**config.mk**
```make
export PLATFORM = sky130hd
export DESIGN_NAME = status_frame_change_detector
export DESIGN_NICKNAME = d
export VERILOG_FILES = /design/src/hdl/sfcd_pkg.sv /design/src/hdl/status_frame_change_detector.sv
export VERILOG_INCLUDE_DIRS = /design/src /design/src/hdl
export SDC_FILE = /design/constraint.sdc
export NUM_CORES = 2
export LEC_CHECK = 0
export BUFFER_PORTS_ARGS = -buffer_cell sky130_fd_sc_hd__buf_4
export CAP_MARGIN = 20
export CORE_ASPECT_RATIO = 1.1
export CORE_MARGIN = 4
export CORE_UTILIZATION = 49
export CTS_BUF_LIST = sky130_fd_sc_hd__clkbuf_16
export CTS_CLUSTER_DIAMETER = 100
export DETAILED_ROUTE_END_ITERATION = 12
export HOLD_SLACK_MARGIN = 0.03
export SLEW_MARGIN = 30
export SYNTH_ARGS = -nofsm -noshare
export SYNTH_HDL_FRONTEND = slang
export SYNTH_SLANG_ARGS = --single-unit
```
**constraint.sdc**
```tcl
create_clock -name clk_i -period 8.3 [get_ports clk_i]
set_input_delay 0.83 -clock clk_i [delete_from_list [all_inputs] [get_ports clk_i]]
set_output_delay 0.83 -clock clk_i [all_outputs]
set_load 0.005 [all_outputs]
```
**src/hdl/status_frame_change_detector_macros.svh**
```systemverilog
// Assertion macros for the status frame change detector.
// Used by status_frame_change_detector.sv; expects clk_i and rst_ni in scope.
`ifndef STATUS_FRAME_CHANGE_DETECTOR_MACROS_SVH
`define STATUS_FRAME_CHANGE_DETECTOR_MACROS_SVH

// Same-cycle implication, disabled during reset.
`define SFCD_ASSERT_IMP(lbl, ante, cons, msg) \
  lbl: assert property (@(posedge clk_i) disable iff (!rst_ni) (ante) |-> (cons)) \
    else $error(msg);

// Next-cycle implication, disabled during reset.
`define SFCD_ASSERT_NXT(lbl, ante, cons, msg) \
  lbl: assert property (@(posedge clk_i) disable iff (!rst_ni) (ante) |=> (cons)) \
    else $error(msg);

`endif

```
**src/hdl/sfcd_pkg.sv**
```systemverilog
// Package for the status frame change detector: frame layout, codes, result type.
// No dependencies.
`default_nettype none

package sfcd_pkg;

  localparam int unsigned SELECTIONS = 48;
  localparam int unsigned TEXT_CHARS = 32;
  localparam int unsigned TIDX_W     = $clog2(TEXT_CHARS);
  localparam int unsigned TCNT_W     = TIDX_W + 1;
  localparam int unsigned CREDIT_N   = 8;

  localparam int unsigned POS_W = 7;
  typedef logic [POS_W-1:0] pos_t;

  localparam pos_t POS_STATE  = 7'd3;
  localparam pos_t POS_FLAGS  = 7'd9;
  localparam pos_t POS_TEXT   = 7'd11;
  localparam pos_t POS_AVAIL  = POS_W'(POS_TEXT + 2 * TEXT_CHARS);
  localparam pos_t POS_BEEP   = 7'd81;
  localparam pos_t POS_BEEP_H = 7'd82;
  localparam pos_t POS_LANG   = 7'd83;
  localparam pos_t POS_IMP    = 7'd86;
  localparam pos_t POS_CREDIT = 7'd87;
  localparam pos_t POS_MAX    = 7'd127;

  localparam logic [15:0] CH_SPACE   = 16'h0020;
  localparam logic [15:0] CH_AT      = 16'h0040;
  localparam logic [7:0]  LANG_MULTI = 8'h31;
  localparam logic [7:0]  IMP_NONE   = 8'hff;
  localparam logic [22:0] BEEP_SCALE = 23'd100;

  localparam logic [7:0] VER_BEEP   = 8'd1;
  localparam logic [7:0] VER_LANG   = 8'd2;
  localparam logic [7:0] VER_CREDIT = 8'd3;

  // Change flag bit positions
  localparam int unsigned DF_STATE  = 0;
  localparam int unsigned DF_CREDIT = 1;
  localparam int unsigned DF_AVAIL  = 2;
  localparam int unsigned DF_TEXT   = 3;

  // Result item, first field in the highest bits
  typedef struct packed {
    logic [7:0]  importance;
    logic        text_changed;
    logic        avail_changed;
    logic        credit_changed;
    logic [22:0] beep_ms;
    logic [1:0]  prep_state;
    logic        stop_allowed;
    logic        cup_absent;
    logic [7:0]  error_type;
    logic [7:0]  error_code;
    logic [7:0]  machine_state;
    logic        state_changed;
  } result_t;

endpackage

`default_nettype wire

```
**src/hdl/status_frame_change_detector.sv**
```systemverilog
// Status frame change detector, top level: byte parser, stores and result register.
// Depends on sfcd_pkg and status_frame_change_detector_macros.svh.
//
// Channel   Dir  Payload
// s_axis    in   tdata[7:0] data_byte, tlast last_byte
// m_axis    out  tdata[63:0] result fields, one transfer per frame
// cfg       in   cfg_wdata_i ctrl_version, written when cfg_we_i is high
//
// One byte per cycle unless stalled; each byte is parsed into the stores.
// The last byte fills the unreceived positions with zero (availability with 1)
// in that same cycle and loads the result register; the result appears
// the cycle after. Input stalls only while the result register is full and
// not being taken. Reset clears all stores, the position and the result valid.
`default_nettype none

`include "status_frame_change_detector_macros.svh"

module status_frame_change_detector
  import sfcd_pkg::*;
(
  input  wire logic        clk_i,
  input  wire logic        rst_ni,
  input  wire logic        cfg_we_i,
  input  wire logic [7:0]  cfg_wdata_i,   // [7:0] ctrl_version
  input  wire logic        s_axis_tvalid,
  output logic             s_axis_tready,
  input  wire logic [7:0]  s_axis_tdata,  // [7:0] data_byte
  input  wire logic        s_axis_tlast,  // last_byte
  output logic             m_axis_tvalid,
  input  wire logic        m_axis_tready,
  output logic [63:0]      m_axis_tdata   // [0] state_changed, [8:1] machine_state,
                                          // [16:9] error_code, [24:17] error_type,
                                          // [25] cup_absent, [26] stop_allowed,
                                          // [28:27] prep_state, [51:29] beep_ms,
                                          // [52] credit_changed, [53] avail_changed,
                                          // [54] text_changed, [62:55] importance
);

  logic [7:0]              ver_q;
  pos_t                    pos_q, pos_d;
  logic [7:0]              low_q, low_d;
  logic [15:0]             fns_q, fns_d;
  logic [7:0]              flags_q, flags_d;
  logic [7:0]              beep_lo_q, beep_lo_d;
  logic [7:0]              beep_hi_q, beep_hi_d;
  logic [7:0]              lang_q, lang_d;
  logic [7:0]              imp_q, imp_d;
  logic [3:0]              diff_q, diff_d;
  logic [15:0]             text_q [TEXT_CHARS];
  logic [15:0]             text_d [TEXT_CHARS];
  logic [7:0]              credit_q [CREDIT_N];
  logic [7:0]              credit_d [CREDIT_N];
  logic [SELECTIONS-1:0]   avail_q, avail_d;
  logic [7:0]              state_q [3];
  logic [7:0]              state_d [3];
  logic [7:0]              prev_imp_q, prev_imp_d;
  logic                    spaced_q, spaced_d;
  logic                    known_q;
  result_t                 out_q, res;
  logic                    out_valid_q;

  logic                    s_acc;
  logic                    last;
  logic [7:0]              din;
  logic                    in_text, hi;
  pos_t                    off;
  logic [TIDX_W-1:0]       idx;
  logic [15:0]             char_now, part_char, fns1;
  logic                    part;
  logic [TCNT_W-1:0]       fill_start;
  logic                    text_diff;
  logic [7:0]              beep_lo_n, beep_hi_n, lang_n, imp_n, flags_n, imp_fin;
  logic                    multi, at_final, spaced;
  logic                    hit;
  logic [7:0]              bval;
  logic                    av;

  assign s_axis_tready = !out_valid_q || m_axis_tready;
  assign s_acc         = s_axis_tvalid && s_axis_tready;
  assign last          = s_axis_tlast;
  assign din           = s_axis_tdata;
  assign m_axis_tvalid = out_valid_q;
  assign m_axis_tdata  = {1'b0, out_q};

  always_comb begin
    diff_d    = diff_q;
    text_d    = text_q;
    credit_d  = credit_q;
    avail_d   = avail_q;
    state_d   = state_q;
    low_d     = low_q;
    hit       = 1'b0;
    bval      = '0;
    av        = 1'b0;

    // state bytes, with zero fill past the last byte
    for (int k = 0; k < 3; k++) begin
      hit  = (pos_q == POS_W'(POS_STATE + k)) || (last && pos_q < POS_W'(POS_STATE + k));
      bval = (pos_q == POS_W'(POS_STATE + k)) ? din : 8'h00;
      if (hit && state_q[k] != bval) begin
        diff_d[DF_STATE] = 1'b1;
        state_d[k]       = bval;
      end
    end

    // text characters
    in_text    = (pos_q >= POS_TEXT) && (pos_q < POS_AVAIL);
    off        = pos_q - POS_TEXT;
    hi         = off[0];
    idx        = off[TIDX_W:1];
    char_now   = {din, low_q};
    part       = last && in_text && !hi;
    part_char  = {8'h00, din};
    text_diff  = 1'b0;
    if (in_text && hi) begin
      text_diff   = text_q[idx] != char_now;
      text_d[idx] = char_now;
    end
    if (in_text && !hi) begin
      low_d = din;
    end
    fns1 = fns_q;
    if (in_text && hi && idx < TIDX_W'(TEXT_CHARS / 2) && fns_q == CH_SPACE &&
        char_now != CH_SPACE) begin
      fns1 = char_now;
    end

    if (pos_q < POS_TEXT) begin
      fill_start = '0;
    end else if (in_text) begin
      fill_start = {1'b0, idx} + TCNT_W'(1);
    end else begin
      fill_start = TCNT_W'(TEXT_CHARS);
    end
    if (last) begin
      for (int j = 0; j < TEXT_CHARS; j++) begin
        if (TCNT_W'(j) >= fill_start) begin
          if (text_q[j] != 16'h0000) begin
            text_diff = 1'b1;
          end
          text_d[j] = 16'h0000;
        end
      end
      if (part) begin
        if (text_q[idx] != part_char) begin
          text_diff = 1'b1;
        end
        text_d[idx] = part_char;
      end
    end
    if (text_diff) begin
      diff_d[DF_TEXT] = 1'b1;
    end
    at_final = (fns1 == CH_AT) ||
               (fns1 == CH_SPACE && part && idx < TIDX_W'(TEXT_CHARS / 2) &&
                part_char == CH_AT);

    // availability, stored as 1 = available
    for (int i = 0; i < SELECTIONS; i++) begin
      hit = (pos_q == POS_W'(POS_AVAIL + i / 8)) ||
            (last && pos_q < POS_W'(POS_AVAIL + i / 8));
      av  = (pos_q == POS_W'(POS_AVAIL + i / 8)) ? !din[i % 8] : 1'b1;
      if (hit && av != avail_q[i]) begin
        diff_d[DF_AVAIL] = 1'b1;
        avail_d[i]       = av;
      end
    end

    // credit bytes
    for (int c = 0; c < CREDIT_N; c++) begin
      hit  = (ver_q >= VER_CREDIT) &&
             ((pos_q == POS_W'(POS_CREDIT + c)) || (last && pos_q < POS_W'(POS_CREDIT + c)));
      bval = (pos_q == POS_W'(POS_CREDIT + c)) ? din : 8'h00;
      if (hit && credit_q[c] != bval) begin
        diff_d[DF_CREDIT] = 1'b1;
        credit_d[c]       = bval;
      end
    end

    flags_n   = (pos_q == POS_FLAGS)  ? din : flags_q;
    beep_lo_n = (pos_q == POS_BEEP)   ? din : beep_lo_q;
    beep_hi_n = (pos_q == POS_BEEP_H) ? din : beep_hi_q;
    lang_n    = (pos_q == POS_LANG)   ? din : lang_q;
    imp_n     = (pos_q == POS_IMP)    ? din : imp_q;

    multi   = (ver_q >= VER_LANG) && (lang_n == LANG_MULTI);
    imp_fin = (ver_q >= VER_CREDIT) ? imp_n : IMP_NONE;
    if (avail_d == '0) begin
      imp_fin = IMP_NONE;
    end
    spaced = !(multi && at_final);

    res.state_changed  = diff_d[DF_STATE];
    res.machine_state  = state_d[0];
    res.error_code     = state_d[1];
    res.error_type     = state_d[2];
    res.cup_absent     = flags_n[3];
    res.stop_allowed   = flags_n[4];
    res.prep_state     = flags_n[6:5];
    res.beep_ms        = (ver_q >= VER_BEEP) ? (23'({beep_hi_n, beep_lo_n}) * BEEP_SCALE)
                                             : 23'd0;
    res.credit_changed = diff_d[DF_CREDIT];
    res.avail_changed  = diff_d[DF_AVAIL];
    res.text_changed   = !known_q || (spaced != spaced_q) || diff_d[DF_TEXT] ||
                         (imp_fin != prev_imp_q);
    res.importance     = imp_fin;

    spaced_d   = spaced;
    prev_imp_d = imp_fin;

    // per-frame working registers: advance or clear
    if (last) begin
      pos_d     = '0;
      low_d     = '0;
      fns_d     = CH_SPACE;
      flags_d   = '0;
      beep_lo_d = '0;
      beep_hi_d = '0;
      lang_d    = '0;
      imp_d     = '0;
      diff_d    = '0;
    end else begin
      pos_d     = (pos_q != POS_MAX) ? pos_q + POS_W'(1) : pos_q;
      fns_d     = fns1;
      flags_d   = flags_n;
      beep_lo_d = beep_lo_n;
      beep_hi_d = beep_hi_n;
      lang_d    = lang_n;
      imp_d     = imp_n;
    end
  end

  always_ff @(posedge clk_i or negedge rst_ni) begin
    if (!rst_ni) begin
      ver_q       <= '0;
      pos_q       <= '0;
      low_q       <= '0;
      fns_q       <= CH_SPACE;
      flags_q     <= '0;
      beep_lo_q   <= '0;
      beep_hi_q   <= '0;
      lang_q      <= '0;
      imp_q       <= '0;
      diff_q      <= '0;
      text_q      <= '{default: '0};
      credit_q    <= '{default: '0};
      avail_q     <= '0;
      state_q     <= '{default: '0};
      prev_imp_q  <= '0;
      spaced_q    <= 1'b0;
      known_q     <= 1'b0;
      out_valid_q <= 1'b0;
    end else begin
      if (cfg_we_i) begin
        ver_q <= cfg_wdata_i;
      end
      if (s_acc) begin
        pos_q     <= pos_d;
        low_q     <= low_d;
        fns_q     <= fns_d;
        flags_q   <= flags_d;
        beep_lo_q <= beep_lo_d;
        beep_hi_q <= beep_hi_d;
        lang_q    <= lang_d;
        imp_q     <= imp_d;
        diff_q    <= diff_d;
        text_q    <= text_d;
        credit_q  <= credit_d;
        avail_q   <= avail_d;
        state_q   <= state_d;
        if (last) begin
          prev_imp_q <= prev_imp_d;
          spaced_q   <= spaced_d;
          known_q    <= 1'b1;
        end
      end
      if (s_acc && last) begin
        out_valid_q <= 1'b1;
      end else if (m_axis_tready) begin
        out_valid_q <= 1'b0;
      end
    end
  end

  always_ff @(posedge clk_i) begin
    if (s_acc && last) begin
      out_q <= res;
    end
  end

  `SFCD_ASSERT_NXT(a_pos_adv, s_acc && !last && pos_q != POS_MAX, pos_q == $past(pos_q) + POS_W'(1), "position did not advance")
  `SFCD_ASSERT_NXT(a_frame_clr, s_acc && last, pos_q == '0 && diff_q == '0 && fns_q == CH_SPACE, "frame state not cleared")
  `SFCD_ASSERT_IMP(a_valid_src, $rose(out_valid_q), $past(s_acc && last), "result without last transfer")
  `SFCD_ASSERT_NXT(a_imp_none, s_acc && last, avail_q != '0 || out_q.importance == IMP_NONE, "importance not forced")

endmodule

`default_nettype wire

```
; ---- After elaboration in Yosys (flattened, before gate mapping)
; Index checks and enable logic that the tools add are counted.
[classes]
n_mul = 1
magnitude_cmp = 57
n_reduce_logical = 181
bitwise = 1
n_addsub = 3
n_eq_ne = 92
muxes = 358
[op_table]
columns = op, count
row1 = $mux 512, 3
row2 = $mux 16, 69
row3 = $bwmux 512, 2
row4 = $reduce_bool 16->1, 32
row5 = $mux 1, 249
row6 = $mux 8, 26
row7 = $eq 7x7->1 const B, 18
row8 = $logic_and 1x1->1, 100
row9 = $lt 7x7->1 const B, 14
row10 = $ge 5x6->1 const A, 16
row11 = $ne 8x8->1, 12
row12 = $bmux 16 s5, 1
row13 = $demux 16 s5, 1
row14 = $ne 1x1->1, 49
row15 = $ge 4x6->1 const A, 8
row16 = $logic_not 48->1, 1
row17 = $eq 16x6->1 const B, 2
row18 = $mux 7, 4
row19 = $ge 3x6->1 const A, 4
row20 = $logic_or 1x1->1, 22
row21 = $reduce_and 2->1, 11
row22 = $mul 16x5->21 const B, 1
row23 = $eq 16x7->1 const B, 1
row24 = $ge 8x2->1 const B, 2
row25 = other kinds (27), 45
[word_totals]
word_cells = 764
out_inout_bits = 66
ff_bits = 801
in_bits = 22

; ---- Logic depth before layout (Yosys ltp)
[logic_depth]
ltp_word = 100
ltp_mapped = 26
ltp_nobuf = 23

; ---- Least setup slack after synthesis
; No wires, ideal clock.
[synth_path]
path_kind = input to register
start = input s_axis_tdata[2]
end = register out_q (netlist bit m_axis_tdata[51]) (data pin)
required_time_ps = 8035
arrival_ps = 6101
setup_ps = 265
n_path_buf = 6
slack_ps = 1934
stages = 24
path_cell_list = buf_2 > buf_1 > clkbuf_1 > clkbuf_1 > buf_1 > clkbuf_1 > mux2i_1 > inv_1 > ha_1 > ha_1 > inv_1 > fa_1 > inv_1 > ha_1 > a21o_1 > a21oi_1 > o21bai_1 > a21o_1 > a21oi_1 > o21ai_0 > o41ai_1 > o21ai_0 > and3_1 > or3_1
[synth_via]
elab_chain_cells = 2
elab_cells_between_ends = 3
cone_classes = 1 x mul / 2 x mux
[synth_lines]
columns = element, line
row1 = from (decl), status_frame_change_detector.sv:27  ; input wire logic [7:0] s_axis_tdata,
row2 = $mux 8, status_frame_change_detector.sv:181  ; beep_lo_n = (pos_q == POS_BEEP) ? din : beep_lo_q;
row3 = via beep_lo_n[2], status_frame_change_detector.sv:72  ; logic [7:0] beep_lo_n, beep_hi_n, lang_n, imp_n, flags_n, imp_fin;
row4 = $mul 16x5->21, status_frame_change_detector.sv:200  ; res.beep_ms = (ver_q >= VER_BEEP) ? (23'({beep_hi_n, beep_lo_n}) * BEEP_SCALE)
row5 = to (signal assigned), status_frame_change_detector.sv:287  ; out_q <= res;
row6 = to (decl), status_frame_change_detector.sv:59  ; result_t out_q, res;
; The timed path passes the listed nets, and every way through them passes these cells.
; A chain may end at the register's enable or synchronous reset.

; ---- Worst setup path in the final report
[layout_path]
start = register pos_q[0]
end = register out_q (netlist bit m_axis_tdata[51]) (data pin)
[layout_via]
elab_chain_cells = 3
elab_cells_between_ends = 5
cone_classes = 1 x mul / 2 x eq/ne / 2 x mux
[layout_lines]
columns = element, line
row1 = from (decl), status_frame_change_detector.sv:40  ; pos_t pos_q, pos_d;
row2 = from (signal assigned), status_frame_change_detector.sv:258  ; pos_q <= pos_d;
row3 = "$eq 7x7->1, on equally long branches", "status_frame_change_detector.sv:181, status_frame_change_detector.sv:182"
row4 = "$mux 8, on equally long branches", "status_frame_change_detector.sv:181, status_frame_change_detector.sv:182"
row5 = $mul 16x5->21 (*), status_frame_change_detector.sv:200
; Every way passes the cells marked *; elsewhere a longest branch is shown, timed or not.

==> impl_metrics.toml <==
[setup_path]
worst_setup_path_end_kind = "flop"
path_max_fanout = 26
cp_num_buf_inv = 2
crit_path_top_delay_cell = "dfrtp_1"
worstReg2RegEnd = "m_axis_tdata[51]"
startpoint = "pos_q[0]"
slowest_delay_ns = 0.92
arrival_ns = 7.17
crit_path_frequent_cell = "ha_1"
cp-endpoint = "m_axis_tdata[51]"
startpoint_type = "flop"
critPathTopFamily = "compound AO/OA/AOI/OAI gates"
required_ns = 8.72
path_cells = "ha_1 > nor2b_1 > nand2_1 > o21ai_0 > ha_1 > ha_1 > inv_1 > fa_1 > inv_1 > ha_1 > a21o_1 > a21oi_1 > o21bai_1 > a21o_1 > a21oi_1 > o21ai_0 > o41ai_1 > o21ai_0 > and3_1 > or3_1"
crit_type = "flop to flop"
critical_path.reg2reg.startpoint = "pos_q[0]"
r2r_slack_ns = 1.55
cp.depth = 20
reg2reg_depth = 20

[synthesis]
synth-edff-count = 61
ys_top_cells_by_area = "dfrtp_1, o21ai_0, nand2_1"
synth_cells = 4982
ys_ff_latch = 799
yosys_warnings = 0
yosys.area.top_type = "dfrtp_1"
avgSynthCellArea_um2 = 9.10
synthArstFlopShare = 0.924
synth_top_area_share = 0.407
synthDistinctLibCells = 99
syn-cell-area_um2 = 45300
ys.flop_type = "dfrtp_1"
ys_seq_area_frac = 0.448

[finish]
layout-drive-gt1-share = 0.105
nets = 4962
multiInputGateArea_um2 = 23300
stdcell_count = 6128
area_growth_pct = 10.4
nFillCells = 8260
regArea_um2 = 20300

[die]
io_pins = 88
initial_utilization = 0.496
die-area_um2 = 97500
coreArea_um2 = 91400
rows = 116
chipHeight_um = 327
dieWidth_um = 298

[clock_tree]
cts_buffers = 89
clk_latency_ns = 0.70
cts_sinks = 799
cts_resized = 0
cts_hold_buf = 0
htreeDepth = 3
clk_pin_slew_ns = 0.06
cts_root_buffer = "clkbuf_16"
clockBufferDepth = 3
cts_tree = "yes"
post_cts_buffers = 0

[global_routing]
antenna_found_initial = 6
grt_remaining_overflow = 0
grt_use_total = 0.388
first_global_vias = 40446
grt_start_max_net_pins = 218
grt_pass1_wl_um = 283000

[outcome]
status = "finished clean"

[power]
peakVddDrop_v = 0.000247
powerDensity_nw_per_um2 = 220
leakage_uw = 0.0204

[place]
hpwl_um = 129000
dp_cells = 5956
portBuffers = 84
gp_congestion = 1.07

[drt]
drt-met1-wl_um = 73400
vias = 42756
dr_wl_met3_um = 19100
dr.pass1.iters = 9
highest_layer = "met5"
drc = 0
wl_per_cell_um = 31.6
wl_met2_um = 84300
ant_nets = 0
dr.first_iter.drc_count = 5937
via_per_inst = 6.98
routed_wl_um = 194000

[timing]
min_period_ns = 6.75
clock_skew_ns = 0.0341
tns_ns = 0
finalMaxSlewViolations = 0
max_freq_mhz = 148
slew_headroom = 0.264
rsz0062_at_grt = "false"
finalSetupViolations = 0
hold_viol_final = 0
period_share = 0.813
worstMarginPinSlew_ns = 1.10

[flow_run]
maxCapViolations = 0

[min_path]
min_path_type = "input pin to async pin"
-- how the worst min path moves through the flow --
stage	start	to	slack [ns]	cells past startpoint
floorplan	known_q	known_q	0.43	1
global placement	known_q	known_q	0.45	1
detailed placement	known_q	known_q	0.46	1
CTS	rst_ni	credit_q[30]	0.18	1
global route	rst_ni	credit_q[13]	0.22	1
finish	rst_ni	credit_q[30]	0.19	1
-- area by class of cell --
cell class                 instances  area share
tap                             1180      0.0295
inverter                         122     0.00920
sequential                       799       0.406
timing repair buffer             178      0.0300
clock inverter                    73      0.0135
multi-input combinational       3679       0.465
clock buffer                      94      0.0470
antenna                            3    0.000150
-- logic make-up after synthesis --
kind of cell,after synthesis,share of synthesized area
other,1,0.0000827
buffers and inverters,506,0.0448
adders and majority gates,72,0.0216
muxes,188,0.0675
DFF,799,0.448
and+or+nand+nor,1750,0.178
xor gates and xnor gates,114,0.0225
AOI/OAI and AO/OA,1552,0.218
-- metal layers --
metal	GRT usage	up-vias
met5	0	-
met4	0.268	2
met3	0.0728	704
met2	0.587	2773
met1	0.508	21094
li1	-	18183
-- synthesized netlist by cell type (60+ instances only) --
library cell,number
a21oi_1,147
a31oi_1,60
ha_1,60
nand3_1,116
nor2_1,309
nor3_1,95
dfrtp_1,737
nor4_1,148
mux4_2,92
nand2_1,820
clkbuf_1,282
inv_1,117
edfxtp_1,61
nand4_1,62
o21ai_0,628
xnor2_1,63
a22oi_1,286
mux2i_1,74
-- cells in the final DEF, fill, tap and decap left out, drive strengths merged, types with 14 or more instances in the layout --
master	count
a211oi	16
and2	34
nand2	820
a32oi	21
o22ai	40
o2bb2ai	15
nor2	309
o32ai	39
nor3	103
inv	142
xnor2	65
or3	15
a2111oi	14
and3	24
a21o	16
a21oi	151
a22o	48
nor4	148
a31oi	60
o31ai	17
a22oi	286
buf	178
mux4	92
nor2b	21
ha	60
clkbuf	94
mux2	22
o211ai	23
mux2i	74
a32o	26
o21ai	679
xor2	49
clkinv	39
nand3	116
nand2b	30
edfxtp	61
nand4	62
dfrtp	737
-- per-stage QoR --
step	hold slack [ns]	worst slack (ns)	utilization	power, uW	instance area [um2]
5_1_grt	0.222	1.13	0.547	11300	50000
2_1_floorplan	0.435	1.93	-	5820	45400
6_report	0.187	1.55	0.547	11000	50000
3_5_place_dp	0.456	1.67	0.513	6820	46900
3_3_place_gp	0.453	1.81	0.512	6800	46800
4_1_cts	0.181	1.62	0.546	11000	49900
-- state kept, by name, indices dropped and copies added, names as in the netlist, 7 cells and up --
signal and count:
beep_lo_q 8, text_q 512, lang_q 8, pos_q 7, avail_q 48, imp_q 8
m_axis_tdata 61, prev_imp_q 8, ver_q 8, beep_hi_q 8, credit_q 64, state_q 24
low_q 8, fns_q 16
-- power breakdown --
group	leakage, uW	switching (uW)	internal [uW]
Sequential	0.0106	205	4130
Clock	0.00155	1760	2400
Combinational	0.00833	1800	711
(Power assumes the default switching activity.)
